## config.mk

```make
export PLATFORM = sky130hd
export DESIGN_NAME = kv_blob_entry_locator_flat
export DESIGN_NICKNAME = d
export VERILOG_FILES = /design/src/hdl/kvbel_pkg.sv /design/src/hdl/kvbel_ifs.sv /design/src/hdl/kv_blob_entry_locator.sv /design/src/hdl/kvbel_parser.sv /design/src/hdl/kvbel_out_reg.sv /design/src/flat_wrapper.sv
export SDC_FILE = /design/constraint.sdc
export NUM_CORES = 1
export LEC_CHECK = 0
export ABC_AREA = 1
export BUFFER_PORTS_ARGS = -buffer_cell sky130_fd_sc_hd__clkbuf_2
export CAP_MARGIN = 5
export CORE_MARGIN = 10
export CORE_UTILIZATION = 61
export CTS_CLUSTER_DIAMETER = 120
export CTS_CLUSTER_SIZE = 8
export DETAILED_ROUTE_END_ITERATION = 16
export GPL_ROUTABILITY_DRIVEN = 1
export PLACE_DENSITY = 0.81
export SLEW_MARGIN = 20
export SYNTH_ARGS = -nofsm -noshare
export SYNTH_HDL_FRONTEND = slang
export SYNTH_SLANG_ARGS = --single-unit
```

## constraint.sdc

```tcl
create_clock -name clock -period 5.1 [get_ports clock]
set_input_delay 0.51 -clock clock [delete_from_list [all_inputs] [get_ports clock]]
set_output_delay 0.51 -clock clock [all_outputs]
set_load 0.05 [all_outputs]
```

## src/hdl/kvbel_pkg.sv

```systemverilog
// ----------------------------------------------------------------------------
// kvbel_pkg
// Types and constants shared by the key/value blob entry locator.
// ----------------------------------------------------------------------------
package kvbel_pkg;

   localparam int POS_W  = 25;
   localparam int SKIP_W = 17;
   localparam int KLEN_W = 8;
   localparam int VLEN_W = 16;

   localparam logic [POS_W-1:0] POS_MAX  = {POS_W{1'b1}};
   localparam logic [7:0]       VERSION1 = 8'd1;

   typedef enum logic [1:0] {
      ST_OK    = 2'd0,
      ST_BAD   = 2'd1,
      ST_RANGE = 2'd2,
      ST_TRUNC = 2'd3
   } status_type;

   typedef struct packed {
      logic [7:0] blob_byte;
      logic [7:0] entry_index;
      logic       last_byte;
   } req_type;

   typedef struct packed {
      status_type        status;
      logic [POS_W-1:0]  key_offset;
      logic [KLEN_W-1:0] key_length;
      logic [POS_W-1:0]  value_offset;
      logic [VLEN_W-1:0] value_length;
   } rsp_type;

endpackage

```

## src/hdl/kvbel_ifs.sv

```systemverilog
// ----------------------------------------------------------------------------
// kvbel_ifs
// Valid/ready channels for blob bytes and locator results.
// ----------------------------------------------------------------------------
interface kvbel_req_if;
   logic             valid;
   logic             ready;
   kvbel_pkg::req_type data;

   modport source (output valid, output data, input ready);
   modport sink   (input valid, input data, output ready);
endinterface

interface kvbel_rsp_if;
   logic             valid;
   logic             ready;
   kvbel_pkg::rsp_type data;

   modport source (output valid, output data, input ready);
   modport sink   (input valid, input data, output ready);
endinterface

```

## src/hdl/kv_blob_entry_locator.sv

```systemverilog
// ----------------------------------------------------------------------------
// kv_blob_entry_locator
// Locates one entry of a length-prefixed key/value blob, one byte per word.
// ----------------------------------------------------------------------------
// Usage:
//   req_chan carries the blob one byte per word from offset zero. entry_index
//   is sampled with the first byte; last_byte marks the final byte.
//   rsp_chan gives one word per blob, after its final byte: status and the
//   key/value offsets and lengths (zero unless status is ok).
//   Throughput: one byte per cycle while no result is held and not taken;
//   the parse state is a set of small counters updated by each byte.
//   Latency: the result word is valid the cycle after the final byte is
//   taken. A new blob may start in that same cycle.
//   Stall: the result register holds its word while rsp_chan.ready is low;
//   req_chan.ready drops only while a result is held and not taken.
//   Reset: synchronous, clears the parser to expect a version byte and
//   empties the result register.
// ----------------------------------------------------------------------------
module kv_blob_entry_locator (
   input  logic        clock,
   input  logic        reset,
   kvbel_req_if.sink   req_chan,
   kvbel_rsp_if.source rsp_chan
);
   import kvbel_pkg::*;

   logic    space;
   logic    step;
   logic    emit;
   rsp_type result;

   assign req_chan.ready = space;
   assign step           = req_chan.valid && space;

   kvbel_parser u_parser (
      .clock  (clock),
      .reset  (reset),
      .step   (step),
      .item   (req_chan.data),
      .emit   (emit),
      .result (result)
   );

   kvbel_out_reg u_out_reg (
      .clock     (clock),
      .reset     (reset),
      .load      (emit),
      .load_data (result),
      .space     (space),
      .rsp_chan  (rsp_chan)
   );

   a_emit_on_last: assert property (@(posedge clock) disable iff (reset)
      emit |-> (step && req_chan.data.last_byte))
      else $error("result produced without a final byte");

   a_last_gives_rsp: assert property (@(posedge clock) disable iff (reset)
      (step && req_chan.data.last_byte) |=> rsp_chan.valid)
      else $error("final byte gave no result");

   a_fail_zero: assert property (@(posedge clock) disable iff (reset)
      (rsp_chan.valid && rsp_chan.data.status != ST_OK) |->
         (rsp_chan.data.key_offset == '0 && rsp_chan.data.key_length == '0 &&
          rsp_chan.data.value_offset == '0 && rsp_chan.data.value_length == '0))
      else $error("nonzero fields on failed lookup");

   a_value_follows_key: assert property (@(posedge clock) disable iff (reset)
      (rsp_chan.valid && rsp_chan.data.status == ST_OK) |->
         (rsp_chan.data.value_offset ==
          rsp_chan.data.key_offset + POS_W'(rsp_chan.data.key_length)))
      else $error("value offset does not follow key");

endmodule

```

## src/hdl/kvbel_parser.sv

```systemverilog
// ----------------------------------------------------------------------------
// kvbel_parser
// Per-byte blob walker: header check, record counting, result build.
// ----------------------------------------------------------------------------
module kvbel_parser (
   input  logic               clock,
   input  logic               reset,
   input  logic               step,
   input  kvbel_pkg::req_type item,
   output logic               emit,
   output kvbel_pkg::rsp_type result
);
   import kvbel_pkg::*;

   typedef enum logic [7:0] {
      PH_VERSION = 8'b0000_0001,
      PH_COUNT   = 8'b0000_0010,
      PH_KEYLEN  = 8'b0000_0100,
      PH_VLO     = 8'b0000_1000,
      PH_VHI     = 8'b0001_0000,
      PH_SKIP    = 8'b0010_0000,
      PH_TARGET  = 8'b0100_0000,
      PH_DRAIN   = 8'b1000_0000
   } phase_type;

   phase_type         phase_ff, phase_in;
   logic [POS_W-1:0]  pos_ff, pos_in;
   logic [7:0]        wanted_ff, wanted_in;
   logic [7:0]        seen_ff, seen_in;
   logic [KLEN_W-1:0] klen_ff, klen_in;
   logic [VLEN_W-1:0] vlen_ff, vlen_in;
   logic [SKIP_W-1:0] skip_ff, skip_in;
   logic              hbad_ff, hbad_in;
   logic [POS_W-1:0]  found_ff, found_in;
   status_type        drain_ff, drain_in;
   status_type        st;
   logic [SKIP_W-1:0] skip_dec;
   logic [SKIP_W-1:0] skip_sum;

   always_comb begin
      skip_dec = (skip_ff != '0) ? skip_ff - SKIP_W'(1) : skip_ff;
      skip_sum = SKIP_W'(klen_ff) + SKIP_W'({item.blob_byte, vlen_ff[7:0]});
   end

   always_comb begin
      phase_in  = phase_ff;
      pos_in    = pos_ff;
      wanted_in = wanted_ff;
      seen_in   = seen_ff;
      klen_in   = klen_ff;
      vlen_in   = vlen_ff;
      skip_in   = skip_ff;
      hbad_in   = hbad_ff;
      found_in  = found_ff;
      drain_in  = drain_ff;
      emit      = 1'b0;
      st        = ST_TRUNC;
      result    = '0;
      if (step) begin
         if (pos_ff != POS_MAX) begin
            pos_in = pos_ff + POS_W'(1);
         end
         unique case (phase_ff)
            PH_VERSION: begin
               wanted_in = item.entry_index;
               hbad_in   = (item.blob_byte != VERSION1);
               st        = ST_BAD;
               emit      = item.last_byte;
               phase_in  = PH_COUNT;
            end
            PH_COUNT: begin
               if (hbad_ff) begin
                  st = ST_BAD;
               end else if (wanted_ff >= item.blob_byte) begin
                  st = ST_RANGE;
               end else begin
                  st = ST_TRUNC;
               end
               emit = item.last_byte;
               if (st != ST_TRUNC) begin
                  drain_in = st;
                  phase_in = PH_DRAIN;
               end else begin
                  phase_in = PH_KEYLEN;
               end
            end
            PH_KEYLEN: begin
               klen_in  = item.blob_byte;
               emit     = item.last_byte;
               phase_in = PH_VLO;
            end
            PH_VLO: begin
               vlen_in  = {8'd0, item.blob_byte};
               emit     = item.last_byte;
               phase_in = PH_VHI;
            end
            PH_VHI: begin
               vlen_in = {item.blob_byte, vlen_ff[7:0]};
               skip_in = skip_sum;
               emit    = item.last_byte;
               if (seen_ff == wanted_ff) begin
                  found_in = pos_ff + POS_W'(1);
                  st       = (skip_sum == '0) ? ST_OK : ST_TRUNC;
                  if (skip_sum == '0) begin
                     drain_in = ST_OK;
                     phase_in = PH_DRAIN;
                  end else begin
                     phase_in = PH_TARGET;
                  end
               end else begin
                  seen_in  = seen_ff + 8'd1;
                  phase_in = (skip_sum == '0) ? PH_KEYLEN : PH_SKIP;
               end
            end
            PH_SKIP: begin
               emit    = item.last_byte;
               skip_in = skip_dec;
               if (skip_dec == '0) begin
                  phase_in = PH_KEYLEN;
               end
            end
            PH_TARGET: begin
               skip_in = skip_dec;
               emit    = item.last_byte;
               st      = (skip_dec == '0) ? ST_OK : ST_TRUNC;
               if (skip_dec == '0) begin
                  drain_in = ST_OK;
                  phase_in = PH_DRAIN;
               end
            end
            PH_DRAIN: begin
               emit = item.last_byte;
               st   = drain_ff;
            end
            default: begin
               phase_in = PH_VERSION;
            end
         endcase
         if (emit) begin
            result.status = st;
            if (st == ST_OK) begin
               result.key_offset   = found_in;
               result.key_length   = klen_in;
               result.value_offset = found_in + POS_W'(klen_in);
               result.value_length = vlen_in;
            end
            phase_in  = PH_VERSION;
            pos_in    = '0;
            wanted_in = '0;
            seen_in   = '0;
            klen_in   = '0;
            vlen_in   = '0;
            skip_in   = '0;
            hbad_in   = 1'b0;
            found_in  = '0;
            drain_in  = ST_OK;
         end
      end
   end

   always_ff @(posedge clock) begin
      if (reset) begin
         phase_ff  <= PH_VERSION;
         pos_ff    <= '0;
         wanted_ff <= '0;
         seen_ff   <= '0;
         klen_ff   <= '0;
         vlen_ff   <= '0;
         skip_ff   <= '0;
         hbad_ff   <= 1'b0;
         found_ff  <= '0;
         drain_ff  <= ST_OK;
      end else begin
         phase_ff  <= phase_in;
         pos_ff    <= pos_in;
         wanted_ff <= wanted_in;
         seen_ff   <= seen_in;
         klen_ff   <= klen_in;
         vlen_ff   <= vlen_in;
         skip_ff   <= skip_in;
         hbad_ff   <= hbad_in;
         found_ff  <= found_in;
         drain_ff  <= drain_in;
      end
   end

endmodule

```

## src/hdl/kvbel_out_reg.sv

```systemverilog
// ----------------------------------------------------------------------------
// kvbel_out_reg
// Result register; frees itself in the cycle the receiver takes the word.
// ----------------------------------------------------------------------------
module kvbel_out_reg (
   input  logic               clock,
   input  logic               reset,
   input  logic               load,
   input  kvbel_pkg::rsp_type load_data,
   output logic               space,
   kvbel_rsp_if.source        rsp_chan
);
   import kvbel_pkg::*;

   logic    valid_ff, valid_in;
   rsp_type data_ff;

   assign space = !valid_ff || rsp_chan.ready;

   always_comb begin
      valid_in = valid_ff;
      if (load) begin
         valid_in = 1'b1;
      end else if (rsp_chan.ready) begin
         valid_in = 1'b0;
      end
   end

   always_ff @(posedge clock) begin
      if (reset) begin
         valid_ff <= 1'b0;
      end else begin
         valid_ff <= valid_in;
      end
   end

   always_ff @(posedge clock) begin
      if (load) begin
         data_ff <= load_data;
      end
   end

   assign rsp_chan.valid = valid_ff;
   assign rsp_chan.data  = data_ff;

endmodule

```

## src/flat_wrapper.sv

```systemverilog
// flat-port wrapper written by rule: the top's interface ports become plain ports
module kv_blob_entry_locator_flat import kvbel_pkg::*;
  (clock, reset, req_chan_valid, req_chan_data, req_chan_ready, rsp_chan_valid, rsp_chan_data, rsp_chan_ready);
  kvbel_req_if req_chan_i ();
  kvbel_rsp_if rsp_chan_i ();
  input  logic clock;
  input  logic reset;
  input wire logic [$bits(req_chan_i.valid)-1:0] req_chan_valid;
  input wire logic [$bits(req_chan_i.data)-1:0] req_chan_data;
  output wire logic [$bits(req_chan_i.ready)-1:0] req_chan_ready;
  output wire logic [$bits(rsp_chan_i.valid)-1:0] rsp_chan_valid;
  output wire logic [$bits(rsp_chan_i.data)-1:0] rsp_chan_data;
  input wire logic [$bits(rsp_chan_i.ready)-1:0] rsp_chan_ready;
  assign req_chan_i.valid = req_chan_valid;
  assign req_chan_i.data = req_chan_data;
  assign req_chan_ready = req_chan_i.ready;
  assign rsp_chan_valid = rsp_chan_i.valid;
  assign rsp_chan_data = rsp_chan_i.data;
  assign rsp_chan_i.ready = rsp_chan_ready;
  kv_blob_entry_locator u_core (.clock(clock), .reset(reset), .req_chan(req_chan_i), .rsp_chan(rsp_chan_i));
endmodule
```

==> flow_metrics.tcl <==
set metrics [dict create \
    slowest_delay_ns 0.40 \
    slew_headroom 0.425 \
    grtUsageMet3 0.0518 \
    nFillCells 1645 \
    grt.total_usage 0.262 \
    clockBufferDepth 2 \
    cp_cell_sequence "nor2_1, nand3_1, nor2_4, inv_2, nor2_1, buf_4, nand2_1, o21ai_0, inv_1, ha_1, inv_1, o21bai_1, a21boi_0, nand2_1, a21oi_1, nor2_1, nand3_1, nor2_1, nand2_1, xor2_1, nor2_1" \
    postSynthAreaPerCell_um2 6.85 \
    yosysTopAreaCellShare 0.206 \
    cts_buffers 17 \
    syn-cell-area_mm2 0.0116 \
    antenna_left 0 \
    max-cap-violations 0 \
    start_kind "register" \
    top_usage_layer "met2" \
    syn_nets 1744 \
    status "finished, final reports clean" \
    whs_ns 0.290 \
    clk_pin_slew_ns 0.08 \
    dieArea_mm2 0.0249 \
    rows 50 \
    wl_per_cell_um 16.1 \
    die_x_um 158 \
    drt_iter0_markers 1110 \
    ys_ff_latch 195 \
    fin_crit_ns 4.30 \
    drive_gt1_frac 0.110 \
    gr-total-overflow 0 \
    leakage_nw 5.31 \
    drcViolationCount 0 \
    setup_viol 0 \
    synth_cells 1693 \
    worstMarginPinSlew_ns 0.854 \
    wl_um 32700 \
    cp-end-kind "register" \
    async_flop_share 0 \
    coreArea_mm2 0.0187 \
    path_buf_inv 4 \
    powerDensity_mw_per_mm2 298 \
    cp.required_ns 5.30 \
    synth_edf_count 76 \
    globalplace.congestion 0.939 \
    holdCritPathClass "input port to register" \
    grt_start_max_net_pins 60 \
    vias 11354 \
    die_h_um 158 \
    port_buffers 98 \
    initial_core_util 0.620 \
    cts_tree "yes" \
    dp_hpwl_um 24400 \
    hold_viol 0 \
    grtUsageMet2 0.404 \
    fin_skew_ns 0.0107 \
    ctsResizeCount 0 \
    cts_setup_buffers 0 \
    drtPass1Iterations 5 \
    period_share 0.842 \
    path_delay_family "simple AND/OR/NAND/NOR gates" \
    hold_buffers 0 \
    cts_max_level 4 \
    synth_ff_type "dfxtp_1" \
    yosysSeqAreaShare 0.402 \
    slowest_stage "ha_1" \
    avgViaCountPerCell 5.61 \
    path_class "register to register" \
    rsz0062_at_grt "no" \
    areaGrowthSynthToFinish_pct 11.2 \
    synth_area_leader_cell "dfxtp_1" \
    ir_worst_vdd_v 0.000248 \
    nets 1827 \
    maxSlewViolCount 0 \
    netlist_top_cells_area "dfxtp_1 21%, edfxtp_1 20%, nand2_1 18%" \
    antenna_found_initial 0 \
    totalPowerFinal_mw 3.84 \
    cp_common_cell "nor2_1" \
    ios 99 \
    worst_skew_pair.late_latency_ns 0.45 \
    cp.arrival_ns 4.50 \
    grt_first_pass_wirelength_um 52200 \
    cts_root_buf "clkbuf_16" \
    grt_util_met1 0.360 \
    crit_path_max_fanout 25 \
    yosysWarnings 0 \
    antenna_cells 0 \
    synth_cell_types 42 \
    clock_sinks 195 \
    grt_pass1_vias 10231 \
    clock.fmax_mhz 233 \
    finalSetupTns_ns 0 \
]
area by class of cell:
| cell class | count | area [um2] | area share |
|---|---|---|---|
| sequential | 195 | 4660 | 0.362 |
| clock buffer | 17 | 425 | 0.0330 |
| clock inverter | 15 | 160 | 0.0124 |
| timing repair buffer | 115 | 633 | 0.0491 |
| inverter | 203 | 763 | 0.0592 |
| multi-input combinational | 1244 | 5950 | 0.462 |
| tap | 234 | 293 | 0.0227 |
report_power, final:
part,switching (mW),total (mW),internal [mW]
Sequential,0.0368,1.72,1.68
Combinational,0.582,0.762,0.180
Clock,0.658,1.36,0.697
synthesized netlist by cell type (3+ instances only):
cell type,n
xnor2_1,12
nand2_1,543
nor2_1,209
clkinv_1,3
a31oi_1,5
ha_1,28
inv_1,195
edfxtp_1,76
o21ai_0,58
or2_2,17
nor2_4,12
o22ai_1,9
nor3_1,11
inv_2,5
nand2_2,3
nand3_1,100
a21oi_1,138
buf_2,13
xor2_1,18
nand4_1,29
o21ai_1,4
o21bai_1,5
nor2_2,5
clkbuf_1,35
nand3b_1,12
dfxtp_1,119
o211ai_1,9
kinds of logic (layout without fill, tap and decap cells):
kind of cell	count (synthesis)	after routing	synth area share
xor+xnor	30	30	0.0227
buf+inv	254	350	0.0859
fa+ha+maj	30	30	0.0337
compound gates	233	233	0.106
flops	195	195	0.402
simple gates	951	951	0.349
worst paths after layout:
kind                                            startpoint                                                to  slack (ns)  cells past startpoint
setup / recovery  u_core.u_parser.phase_ff[7]$_SDFFE_PP0P_  u_core.u_out_reg.rsp_chan.data[35]$_SDFFCE_PN0P_        0.80                     21
hold / removal                            req_chan_data[8]         u_core.u_parser.wanted_ff[7]$_SDFFE_PP0P_        0.29                      3
setup reg to reg  u_core.u_parser.phase_ff[7]$_SDFFE_PP0P_  u_core.u_out_reg.rsp_chan.data[35]$_SDFFCE_PN0P_        0.80                     21
hold reg to reg   u_core.u_parser.found_ff[1]$_SDFFE_PP0P_          u_core.u_parser.found_ff[1]$_SDFFE_PP0P_        0.47                      2
stage by stage:
stage	worst slack, ns	instance area (um2)	std cells	util
final	0.805	12900	2023	0.689
after global routing	0.342	12900	2023	0.689
after CTS	0.867	12900	2023	0.689
after detailed placement	0.930	12300	1991	0.658
after global placement	1.10	12300	1991	0.658
after floorplan	1.32	11600	1693	-
routing by layer:
| metal | up-vias | share of wire |
|---|---|---|
| met1 | 5219 | 0.43 |
| met4 | 0 | 0.029 |
| li1 | 5593 | - |
| met2 | 481 | 0.45 |
| met5 | - | 0 |
| met3 | 61 | 0.091 |
cell usage in the layout, fill, tap and decap left out, drive strengths merged, types with 5 or more instances in the layout:
cell	count
or2	19
o211ai	9
edfxtp	76
ha	28
clkbuf	114
a21oi	138
xnor2	12
o21bai	5
inv	208
nand3b	12
nor2	226
o22ai	9
dfxtp	119
nand2	546
nand3	103
a31oi	5
buf	18
o21ai	63
nand4	29
xor2	18
clkinv	7
nor3	11
state kept, by name, summed over array words and instances (netlist names), 8 cells and up:
signal                          count
u_core.u_parser.skip_ff            17
u_core.u_parser.seen_ff             8
u_core.u_parser.wanted_ff           8
u_core.u_parser.pos_ff             25
u_core.u_parser.found_ff           25
u_core.u_parser.phase_ff            8
u_core.u_out_reg.rsp_chan.data     76
u_core.u_parser.klen_ff             8
u_core.u_parser.vlen_ff            16
tightest hold or removal path, stage by stage:
cell and delay, ns:
clkbuf_2 0.08, nand2_1 0.05, a21oi_1 0.05
Note: power is estimated with default switching activity, not from simulation.
